===== config.mk =====
export PLATFORM = sky130hd
export DESIGN_NAME = quorum_majority_voter
export DESIGN_NICKNAME = d
export VERILOG_FILES = /design/src/rtl/core/qmv_pkg.sv /design/src/rtl/core/qmv_cell.sv /design/src/rtl/core/qmv_skid.sv /design/src/rtl/core/quorum_majority_voter.sv
export SDC_FILE = /design/constraint.sdc
export NUM_CORES = 1
export LEC_CHECK = 0
export ABC_CLOCK_PERIOD_IN_PS = 17000
export BUFFER_PORTS_ARGS = -buffer_cell sky130_fd_sc_hd__buf_2
export CORE_ASPECT_RATIO = 2
export CORE_UTILIZATION = 60
export DETAILED_ROUTE_END_ITERATION = 10
export PLACE_DENSITY = 0.88
export SKIP_CTS_REPAIR_TIMING = 1
export SYNTH_ARGS = -nofsm -noshare
export SYNTH_HDL_FRONTEND = slang
export SYNTH_HIERARCHICAL = 1
export SYNTH_SLANG_ARGS = --single-unit

===== constraint.sdc =====
create_clock -name clk -period 17 [get_ports clk]
set_input_delay 3.4 -clock clk [delete_from_list [all_inputs] [get_ports clk]]
set_output_delay 3.4 -clock clk [all_outputs]
set_load 0.02 [all_outputs]

===== src/rtl/core/qmv_pkg.sv =====
// Shared types and constants for the quorum majority voter.
`default_nettype none
package qmv_pkg;

  localparam int REPORT_W = 16;
  localparam int TALLY_W  = 5;
  localparam int CFG_W    = 5;

  localparam logic [TALLY_W-1:0] TALLY_MAX     = 5'd31;
  localparam logic [CFG_W-1:0]   VOTERS_RESET  = 5'd6;

  // Per-cell lookup status, handed from each cell to the combining logic.
  typedef struct packed {
    logic               hit;
    logic [TALLY_W-1:0] tally;
  } cell_status_t;

  // One result word as held in the output stage.
  typedef struct packed {
    logic                agreed;
    logic [REPORT_W-1:0] decided_value;
  } out_word_t;

endpackage
`default_nettype wire


===== src/rtl/core/qmv_cell.sv =====
// One table cell: holds a distinct value and its tally.
`default_nettype none
module qmv_cell #(
  parameter int VALUE_BITS = 16
) (
  input  logic                  clk,
  input  logic                  rst_n,
  input  logic [VALUE_BITS-1:0] val,
  input  logic                  prev_valid,
  input  logic                  any_match,
  input  logic                  upd_en,
  input  logic                  clr,
  output logic                  valid,
  output logic                  match,
  output qmv_pkg::cell_status_t status
);
  import qmv_pkg::*;

  logic [VALUE_BITS-1:0] value_r;
  logic [TALLY_W-1:0]    tally_r, tally_nxt;
  logic [TALLY_W-1:0]    bump;
  logic                  alloc;

  assign valid = (tally_r != '0);
  assign match = valid && (value_r == val);
  // first free cell: the neighbor below is filled, this one is not, and no
  // filled cell already holds the value
  assign alloc = !valid && prev_valid && !any_match;
  assign bump  = (tally_r == TALLY_MAX) ? tally_r : tally_r + TALLY_W'(1);

  assign status.hit   = match || alloc;
  assign status.tally = match ? bump : TALLY_W'(1);

  always_comb begin
    tally_nxt = tally_r;
    if (clr) begin
      tally_nxt = '0;
    end else if (upd_en && status.hit) begin
      tally_nxt = status.tally;
    end
  end

  always_ff @(posedge clk) begin
    if (!rst_n) begin
      tally_r <= '0;
    end else begin
      tally_r <= tally_nxt;
    end
  end

  always_ff @(posedge clk) begin
    if (upd_en && alloc) begin
      value_r <= val;
    end
  end

endmodule
`default_nettype wire


===== src/rtl/core/qmv_skid.sv =====
// Two-entry output stage: result register plus skid register.
`default_nettype none
module qmv_skid (
  input  logic               clk,
  input  logic               rst_n,
  input  logic               push,
  input  qmv_pkg::out_word_t push_word,
  output logic               can_push,
  output logic               out_valid,
  input  logic               out_ready,
  output qmv_pkg::out_word_t out_word
);
  import qmv_pkg::*;

  logic      main_valid_r, main_valid_nxt;
  logic      skid_valid_r, skid_valid_nxt;
  out_word_t main_word_r, main_word_nxt;
  out_word_t skid_word_r, skid_word_nxt;
  logic      pop;

  assign can_push  = !skid_valid_r;
  assign out_valid = main_valid_r;
  assign out_word  = main_word_r;
  assign pop       = main_valid_r && out_ready;

  always_comb begin
    main_valid_nxt = main_valid_r;
    main_word_nxt  = main_word_r;
    skid_valid_nxt = skid_valid_r;
    skid_word_nxt  = skid_word_r;
    if (skid_valid_r) begin
      // advance the parked word once the head drains
      if (pop) begin
        main_valid_nxt = 1'b1;
        main_word_nxt  = skid_word_r;
        skid_valid_nxt = 1'b0;
      end
    end else if (!main_valid_r || pop) begin
      main_valid_nxt = push;
      main_word_nxt  = push_word;
    end else if (push) begin
      skid_valid_nxt = 1'b1;
      skid_word_nxt  = push_word;
    end
  end

  always_ff @(posedge clk) begin
    if (!rst_n) begin
      main_valid_r <= 1'b0;
      skid_valid_r <= 1'b0;
    end else begin
      main_valid_r <= main_valid_nxt;
      skid_valid_r <= skid_valid_nxt;
    end
  end

  always_ff @(posedge clk) begin
    main_word_r <= main_word_nxt;
    skid_word_r <= skid_word_nxt;
  end

endmodule
`default_nettype wire


===== src/rtl/core/quorum_majority_voter.sv =====
// Quorum majority voter: row of value/tally cells with a two-entry result stage.
// Throughput: one report per cycle while in_tready is high; the cells compare in parallel.
// A result word is registered in the result stage before it is presented on out_*.
// The result stage holds two words: one more result is absorbed while out_* stalls,
// then in_tready drops until the head drains. Reset (rst_n low, synchronous) empties
// the table, clears the decided flag and the result stage, and loads voter_count with 6.
`default_nettype none
module quorum_majority_voter #(
  parameter int MAX_VOTERS = 16,
  parameter int VALUE_BITS = 16
) (
  input  logic                          clk,
  input  logic                          rst_n,
  // input stream
  input  logic                          in_tvalid,
  output logic                          in_tready,
  input  logic [qmv_pkg::REPORT_W-1:0]  in_tdata,   // [15:0] report_value
  input  logic                          in_tlast,   // last_report
  // result stream
  output logic                          out_tvalid,
  input  logic                          out_tready,
  output logic [qmv_pkg::REPORT_W-1:0]  out_tdata,  // [15:0] decided_value
  output logic                          out_tuser,  // [0] agreed
  // configuration write: voter_count
  input  logic                          cfg_valid,
  output logic                          cfg_ready,
  input  logic [qmv_pkg::CFG_W-1:0]     cfg_data
);
  import qmv_pkg::*;

  logic [CFG_W-1:0]      voter_r;
  logic                  decided_r, decided_nxt;
  logic [VALUE_BITS-1:0] val;
  logic                  in_accept, upd_en, clr;
  logic [MAX_VOTERS:0]   chain;
  logic [MAX_VOTERS-1:0] cell_valid;
  logic [MAX_VOTERS-1:0] hit_vec;
  logic [MAX_VOTERS-1:0] match_vec;
  logic                  any_match;
  cell_status_t          status [MAX_VOTERS];
  logic [TALLY_W-1:0]    tally;
  logic [TALLY_W-1:0]    quorum;
  logic                  any_hit, decide, emit;
  out_word_t             res_word, head_word;

  // Configuration is always taken; the user writes it only while idle.
  assign cfg_ready = 1'b1;

  always_ff @(posedge clk) begin
    if (!rst_n) begin
      voter_r <= VOTERS_RESET;
    end else if (cfg_valid && cfg_ready) begin
      voter_r <= cfg_data;
    end
  end

  assign in_accept = in_tvalid && in_tready;
  // Reports after agreement are dropped; a marked last report still clears.
  assign upd_en    = in_accept && !decided_r;
  assign clr       = in_accept && in_tlast;
  assign val       = VALUE_BITS'(in_tdata);

  // Cell 0 is always allowed to allocate; each filled cell hands the
  // allocation right up to its neighbor, so the filled cells stay contiguous.
  assign chain[0] = 1'b1;

  for (genvar g = 0; g < MAX_VOTERS; g++) begin : g_cell
    qmv_cell #(
      .VALUE_BITS(VALUE_BITS)
    ) u_cell (
      .clk       (clk),
      .rst_n     (rst_n),
      .val       (val),
      .prev_valid(chain[g]),
      .any_match (any_match),
      .upd_en    (upd_en),
      .clr       (clr),
      .valid     (chain[g+1]),
      .match     (match_vec[g]),
      .status    (status[g])
    );
    assign hit_vec[g] = status[g].hit;
  end

  // A value already in the table blocks allocation of a second copy.
  assign any_match  = |match_vec;
  assign cell_valid = chain[MAX_VOTERS:1];

  // Values in the table are distinct, so at most one cell hits: OR the tallies.
  always_comb begin
    tally = '0;
    for (int i = 0; i < MAX_VOTERS; i++) begin
      if (status[i].hit) begin
        tally = tally | status[i].tally;
      end
    end
  end

  assign any_hit = |hit_vec;
  assign quorum  = {1'b0, voter_r[CFG_W-1:1]} + TALLY_W'(1);
  assign decide  = upd_en && any_hit && (tally >= quorum);
  // Emit on agreement, or a failure word when the column ends undecided.
  assign emit    = decide || (upd_en && in_tlast);

  assign res_word.agreed        = decide;
  assign res_word.decided_value = decide ? REPORT_W'(val) : '0;

  // Hold the decided flag until the column's last report.
  assign decided_nxt = clr ? 1'b0 : (decided_r || decide);

  always_ff @(posedge clk) begin
    if (!rst_n) begin
      decided_r <= 1'b0;
    end else begin
      decided_r <= decided_nxt;
    end
  end

  qmv_skid u_skid (
    .clk      (clk),
    .rst_n    (rst_n),
    .push     (in_accept && emit),
    .push_word(res_word),
    .can_push (in_tready),
    .out_valid(out_tvalid),
    .out_ready(out_tready),
    .out_word (head_word)
  );

  assign out_tdata = head_word.decided_value;
  assign out_tuser = head_word.agreed;

`ifndef SYNTHESIS
  a_single_hit: assert property (@(posedge clk) disable iff (!rst_n)
    $onehot0(hit_vec))
    else $error("more than one cell matched the report");

  a_contiguous: assert property (@(posedge clk) disable iff (!rst_n)
    (cell_valid & (cell_valid + MAX_VOTERS'(1))) == '0)
    else $error("filled cells are not contiguous from cell 0");

  a_clear_after_last: assert property (@(posedge clk) disable iff (!rst_n)
    in_accept && in_tlast |=> (cell_valid == '0) && !decided_r)
    else $error("table not cleared after last report");

  a_fail_zero: assert property (@(posedge clk) disable iff (!rst_n)
    out_tvalid && !out_tuser |-> out_tdata == '0)
    else $error("failure word carries a nonzero value");
`endif

endmodule
`default_nettype wire


# After elaboration in Yosys (flattened, before gate mapping)
# Cells that the tools add are included.
op_classes:
  magnitude_cmp: 1
  reduce_logical: 148
  addsub: 17
  eq_ne: 33
  n_mux: 59
  n_bitwise: 18
ops:
  columns: ["cell", "n"]
  rows:
  - ["== test 16 bit", 16]
  - ["2-to-1 mux 5 bit", 48]
  - ["logical AND 1 bit", 87]
  - ["adder 5 x 1 -> 5 bit (second input constant)", 16]
  - ["== test 5 bit (second input constant)", 16]
  - ["nonzero test 5 bit", 16]
  - ["bitwise OR 5 bit", 15]
  - ["2-to-1 mux 17 bit", 3]
  - ["OR reduction 16 bit", 2]
  - ["logical NOT 1 bit", 20]
  - ["logical OR 1 bit", 19]
  - ["2-to-1 mux 16 bit", 1]
  - ["2-to-1 mux 1 bit", 7]
  - ["adder 4 x 1 -> 5 bit (second input constant)", 1]
  - ["greater-or-equal comparator 5 bit", 1]
  - ["NOT 1 bit", 3]
  - ["AND reduction 3 bit", 1]
  - ["!= test 2 bit (second input constant)", 1]
  - ["AND reduction 2 bit", 1]
  - ["nonzero test 2 bit", 1]
  - ["OR reduction 2 bit", 1]
word_totals:
  inputBits: 27
  output_inout_bits: 20
  elab_cells: 316
  ff_bits: 378

# Logic depth before layout (Yosys ltp)
logic_depth:
  depth_word: 44
  depth_mapped: 22
  mapped_depth_nobuf: 22

# Hierarchy
# The synthesis kept the hierarchy.
by_module_without_submodules:
  columns: ["mod", "area_per_inst_um2", "cells_each", "seq_area_each_um2", "instances"]
  rows:
  - ["qmv_cell", 1117.3, 90, 580.6, 16]
  - ["qmv_skid", 1338.8, 65, 1061.0, 1]
  - ["quorum_majority_voter", 1074.8, 121, 100.1, 1]

# Least setup slack after synthesis
# No wires, ideal clock.
synth_path:
  kind: "in2reg"
  startpoint: "input port in_tdata[8] (netlist name)"
  endpoint: "register u_skid/skid_word_r[0] (netlist name), enable pin"
  path_stages: 18
  n_path_buf: 0
  setup_slack_ns: 9.307
  setup_time_ns: 0.344
  required_ns: 16.656
  t_arrival_ns: 7.349
  cell_sequence: "xnor2_1 > nand4_2 > nor4_4 > nand2_4 > inv_4 > nor4_1 > nand4_1 > nor3b_2 > or2_1 > a22o_2 > a221oi_1 > nand4_1 > ha_1 > nand2_1 > o21ai_2 > a31oi_4 > o21ai_0 > and4bb_2"
synth_between:
  word_cells_on_any_way: 120
  cone_classes: "order compare (1); eq/ne (16); mux (32); bitwise (15); reduce/logical (56)"
synth_rtl:
  columns: ["item", "line", "text"]
  rows:
  - ["start, declared", "quorum_majority_voter.sv:17", "input logic [qmv_pkg::REPORT_W-1:0] in_tdata,"]
  - ["== test 16 bit *", "qmv_cell.sv:25", "assign match = valid && (value_r == val);"]
  - ["logical AND 1 bit *", "qmv_cell.sv:25", null]
  - ["named net match_vec[0]", "quorum_majority_voter.sv:38", "logic [MAX_VOTERS-1:0] match_vec;"]
  - ["OR reduction 16 bit *", "quorum_majority_voter.sv:86", "assign any_match = |match_vec;"]
  - ["named net any_match", "quorum_majority_voter.sv:39", "logic any_match;"]
  - ["logical NOT 1 bit *", "qmv_cell.sv:28", "assign alloc = !valid && prev_valid && !any_match;"]
  - ["logical AND 1 bit *", "qmv_cell.sv:28", null]
  - ["logical OR 1 bit *", "qmv_cell.sv:31", "assign status.hit = match || alloc;"]
  - ["named net hit_vec[4]", "quorum_majority_voter.sv:37", "logic [MAX_VOTERS-1:0] hit_vec;"]
  - ["(+20 left out)", null, null]
  - ["2-to-1 mux 5 bit", "quorum_majority_voter.sv:93", "if (status[i].hit) begin"]
  - ["bitwise OR 5 bit", "quorum_majority_voter.sv:94", "tally = tally | status[i].tally;"]
  - ["2-to-1 mux 5 bit", "quorum_majority_voter.sv:93", null]
  - ["greater-or-equal comparator 5 bit", "quorum_majority_voter.sv:101", "assign decide = upd_en && any_hit && (tally >= quorum);"]
  - ["logical AND 1 bit *", "quorum_majority_voter.sv:101", null]
  - ["logical OR 1 bit *", "quorum_majority_voter.sv:103", "assign emit = decide || (upd_en && in_tlast);"]
  - ["logical AND 1 bit *", "quorum_majority_voter.sv:122", ".push (in_accept && emit),"]
  - ["AND reduction 3 bit (no line) *", null, null]
  - ["end signal, assigned", "qmv_skid.sv:59", "skid_word_r <= skid_word_nxt;"]
  - ["end, declared", "qmv_skid.sv:18", "out_word_t skid_word_r, skid_word_nxt;"]
# The timed path passes the listed nets; every way through them passes the cells marked *.
# A chain may end at the register's enable or synchronous reset.

# Final worst setup path
layout_path:
  startpoint: "input port in_tdata[4] (netlist name)"
  endpoint: "register u_skid/skid_word_r[2] (netlist name), enable pin"
layout_between:
  word_cells_on_any_way: 120
  cone_classes: "order compare (1); eq/ne (16); mux (32); bitwise (15); reduce/logical (56)"
layout_rtl:
  columns: ["item", "line"]
  rows:
  - ["== test 16 bit *", "qmv_cell.sv:25"]
  - ["logical AND 1 bit *", "qmv_cell.sv:25"]
  - ["named net match_vec[9]", "quorum_majority_voter.sv:38"]
  - ["OR reduction 16 bit *", "quorum_majority_voter.sv:86"]
  - ["named net any_match", "quorum_majority_voter.sv:39"]
  - ["logical NOT 1 bit *", "qmv_cell.sv:28"]
  - ["logical AND 1 bit *", "qmv_cell.sv:28"]
  - ["logical OR 1 bit *", "qmv_cell.sv:31"]
  - ["named net hit_vec[14]", "quorum_majority_voter.sv:37"]
  - ["2-to-1 mux 5 bit", "quorum_majority_voter.sv:93"]
  - ["bitwise OR 5 bit", "quorum_majority_voter.sv:94"]
  - ["2-to-1 mux 5 bit", "quorum_majority_voter.sv:93"]
  - ["greater-or-equal comparator 5 bit", "quorum_majority_voter.sv:101"]
  - ["logical AND 1 bit *", "quorum_majority_voter.sv:101"]
  - ["logical OR 1 bit *", "quorum_majority_voter.sv:103"]
  - ["logical AND 1 bit *", "quorum_majority_voter.sv:122"]
  - ["AND reduction 3 bit (no line) *", null]
# Marked as above.

==> impl_metrics.py <==
metrics = {
    "critical_path": {
        "crit_path_end_kind": "flop",
        "crit_buf_inv": 3,
        "cpMostUsedCell": "nand4_1",
        "startpoint_type": "input pin",
        "path_max_fanout": 33,
        "crit_family": "simple AND/OR/NAND/NOR gates",
        "cp_cell_sequence": "buf_2, xnor2_1, nand4_2, nor4_4, nand2_4, inv_4, nor4_1, nand4_1, buf_4, nor3b_2, or2_1, a22o_1, a221oi_1, nand4_1, ha_1, a21oi_2, o21ai_2, a31oi_4, o21ai_0, and4bb_2",
        "max_stage_delay_ps": 760,
        "path_class": "input pin to flop",
        "required_ps": 17230,
        "crit_slowest_cell": "buf_2",
        "worstPathArrival_ps": 9770,
    },
    "synth": {
        "synthFlopType": "edfxtp_1",
        "synthTopCellsByCount": "edfxtp_1 (290), xnor2_1 (209), nand2_1 (104), dfxtp_1 (87), nand3_1 (69)",
        "synth-edff-count": 290,
        "ys_seq_area_share_pct": 51.5,
        "synth.most_common_cell": "edfxtp_1",
        "yosys_register_bits": 377,
        "avgSynthCellArea_um2": 12.5,
        "netlist_instances": 1626,
        "synthTopCellsByArea": "edfxtp_1 (43%), xnor2_1 (9.0%), dfxtp_1 (8.6%)",
        "synth.cell_area_um2": 20300,
        "yosysTopAreaCellShare_pct": 42.9,
        "netlist-cell-type-count": 55,
        "synth_warnings": 6,
        "yosysTopAreaCell": "edfxtp_1",
        "async_flop_share_pct": 0,
    },
    "sta": {
        "fin_crit_sh_pct": 56.1,
        "tightest_slew_ps": 1040,
        "timing.final.max_slew_violations": 0,
        "post-route-min-period_ps": 9540,
        "setup_tns_ps": 0,
        "hold_violations": 0,
        "rsz0062_at_grt": "no",
        "fmax_mhz": 105,
        "setup_viol_count_final": 0,
        "skew_ps": 25.4,
        "slew_headroom_pct": 30.5,
    },
    "routing": {
        "met3_length_um": 2450,
        "ant_nets": 0,
        "top_layer": "met4",
        "first_iter_violations": 905,
        "finalWirelength_um": 48000,
        "drt_pre_antenna_iters": 5,
        "vias_per_cell": 6.24,
        "drt-wirelength-per-cell_um": 22.0,
        "wl_met1_um": 16800,
        "drc": 0,
        "num_vias": 13600,
        "wl_met2_um": 25500,
    },
    "global_route": {
        "grtUsageTotal_pct": 28.1,
        "grt-ovfl-total": 0,
        "grt_pass1_vias": 14100,
        "grt_antenna_before_repair": 0,
        "grt_max_degree": 51,
        "grt_pass1_wl_um": 74500,
    },
    "place": {
        "place_inst": 2114,
        "dp_hpwl_um": 32300,
        "gp_routability_congestion": 0.949,
        "io_buffers": 44,
    },
    "floorplanning": {
        "ios": 47,
        "initial_core_util_pct": 61.4,
        "core_area_um2": 33000,
        "die_w_um": 132,
        "die_h_um": 262,
        "rows": 94,
        "die_area_um2": 34600,
    },
    "cts": {
        "clk_pin_slew_ps": 60,
        "clkSinkCount": 377,
        "root_buffer": "clkbuf_16",
        "cts.htree.levels": 2,
        "cts-buffers-inserted": 34,
        "clock_latency_ps": 540,
        "cts_buffer_depth": 3,
        "cts_tree": "built",
    },
    "status": {
        "status": "completed",
    },
    "layout": {
        "fin_cells": 2176,
        "antenna_cells": 0,
        "area_growth_pct": 9.31,
        "layout.nets": 1783,
        "fill_cells": 2247,
        "finish.utilization_pct": 67.1,
        "drive_gt1_share_pct": 20.0,
    },
    "power": {
        "peakVddDrop_mv": 0.0944,
        "cellPowerDensity_nw_per_um2": 85.6,
        "p_leak_nw": 7.95,
    },
    "min_path": {
        "hp-class": "flop to flop",
    },
    "flow_run": {
        "drv_cap": 0,
    },
}
==> kinds of logic (layout without fill, tap and decap cells) <==
group	count (synthesis)	count (layout)	synth area share, %
fa+ha+maj	38	38	2.34
flops	377	377	51.5
buf+inv	74	191	1.76
mux	68	68	3.46
compound gates	194	194	7.15
simple gates	584	584	20.7
xor+xnor	290	290	13.1
other cells	1	2	0.0185
==> where the power goes <==
part	internal (W)	leakage [nW]	switching [W]
clock	0.000391	0.500	0.000349
combinational	0.0000468	4.07	0.000103
sequential	0.00100	3.38	0.00000567
==> registers in the layout, summed over array words and instances, names as in the netlist <==
register / flops
decided_r: 1
g_cell.u_cell/tally_r: 80
g_cell.u_cell/value_r: 256
u_skid/out_valid: 1
u_skid/out_word: 17
u_skid/skid_valid_r: 1
u_skid/skid_word_r: 17
voter_r: 4
==> worst min-delay path, cell delays in order (launching register included) <==
cell and delay [ps]:
dfxtp_1 340, nand2_1 60, o21ai_0 60
==> metal layers <==
metal,vias to the layer above,GRT usage (%)
li1,6181,-
met1,6629,28.6
met2,568,52.8
met3,195,3.59
met4,0,19.9
met5,-,0
==> metrics by stage <==
stage	cell area, um2	power (W)	setup slack, ps	hold WS, ps
floorplan	20300	0.00112	9310	445
global placement	21100	0.00117	7290	489
detailed placement	21100	0.00118	7030	495
CTS	22200	0.00191	7530	507
global route	22200	0.00195	7150	549
finish	22200	0.00190	7460	507
==> final timing paths <==
check | from | end | slack [ps] | depth (start not counted)
worst max-delay path | in_tdata[4] | u_skid/skid_word_r[2]$_DFFE_PP_ | 7460 | 20
worst min register to register | decided_r$_SDFF_PP0_ | decided_r$_SDFF_PP0_ | 510 | 2
worst max register to register | g_cell[9].u_cell/tally_r[0]$_SDFFE_PP0P_ | u_skid/skid_word_r[2]$_DFFE_PP_ | 10310 | 21
worst min-delay path | decided_r$_SDFF_PP0_ | decided_r$_SDFF_PP0_ | 510 | 2
==> final cells by class <==
type                    instances  area [um2]  share of cell area (%)
clock buffers                  44         920                    4.15
multi-input cells            1176        9490                    42.8
repair buffers                 61         348                    1.57
flip-flops and latches        377       10500                    47.1
inverters                      68         295                    1.33
clock inverters                18         134                   0.604
well taps                     432         541                    2.44
==> cells in the final DEF (no fill, tap or decap), drive strengths merged, types with 2 or more instances in the layout <==
master and n:
a211o 16, a21oi 18, a221oi 18, a22o 18, a22oi 4, a31oi 17
and2 32, buf 61, clkbuf 44, clkinv 10, clkinvlp 5, conb 2
dfxtp 87, edfxtp 290, ha 38, inv 71, mux2 17, mux2i 51
nand2 137, nand2b 48, nand3 85, nand4 86, nor2 70, nor2b 17
nor3 16, nor3b 32, nor4 24, o211ai 17, o21ai 53, o31a 16
o31ai 16, or2 16, or4b 16, xnor2 225, xor2 65
Power figures use the tool's default switching activity.
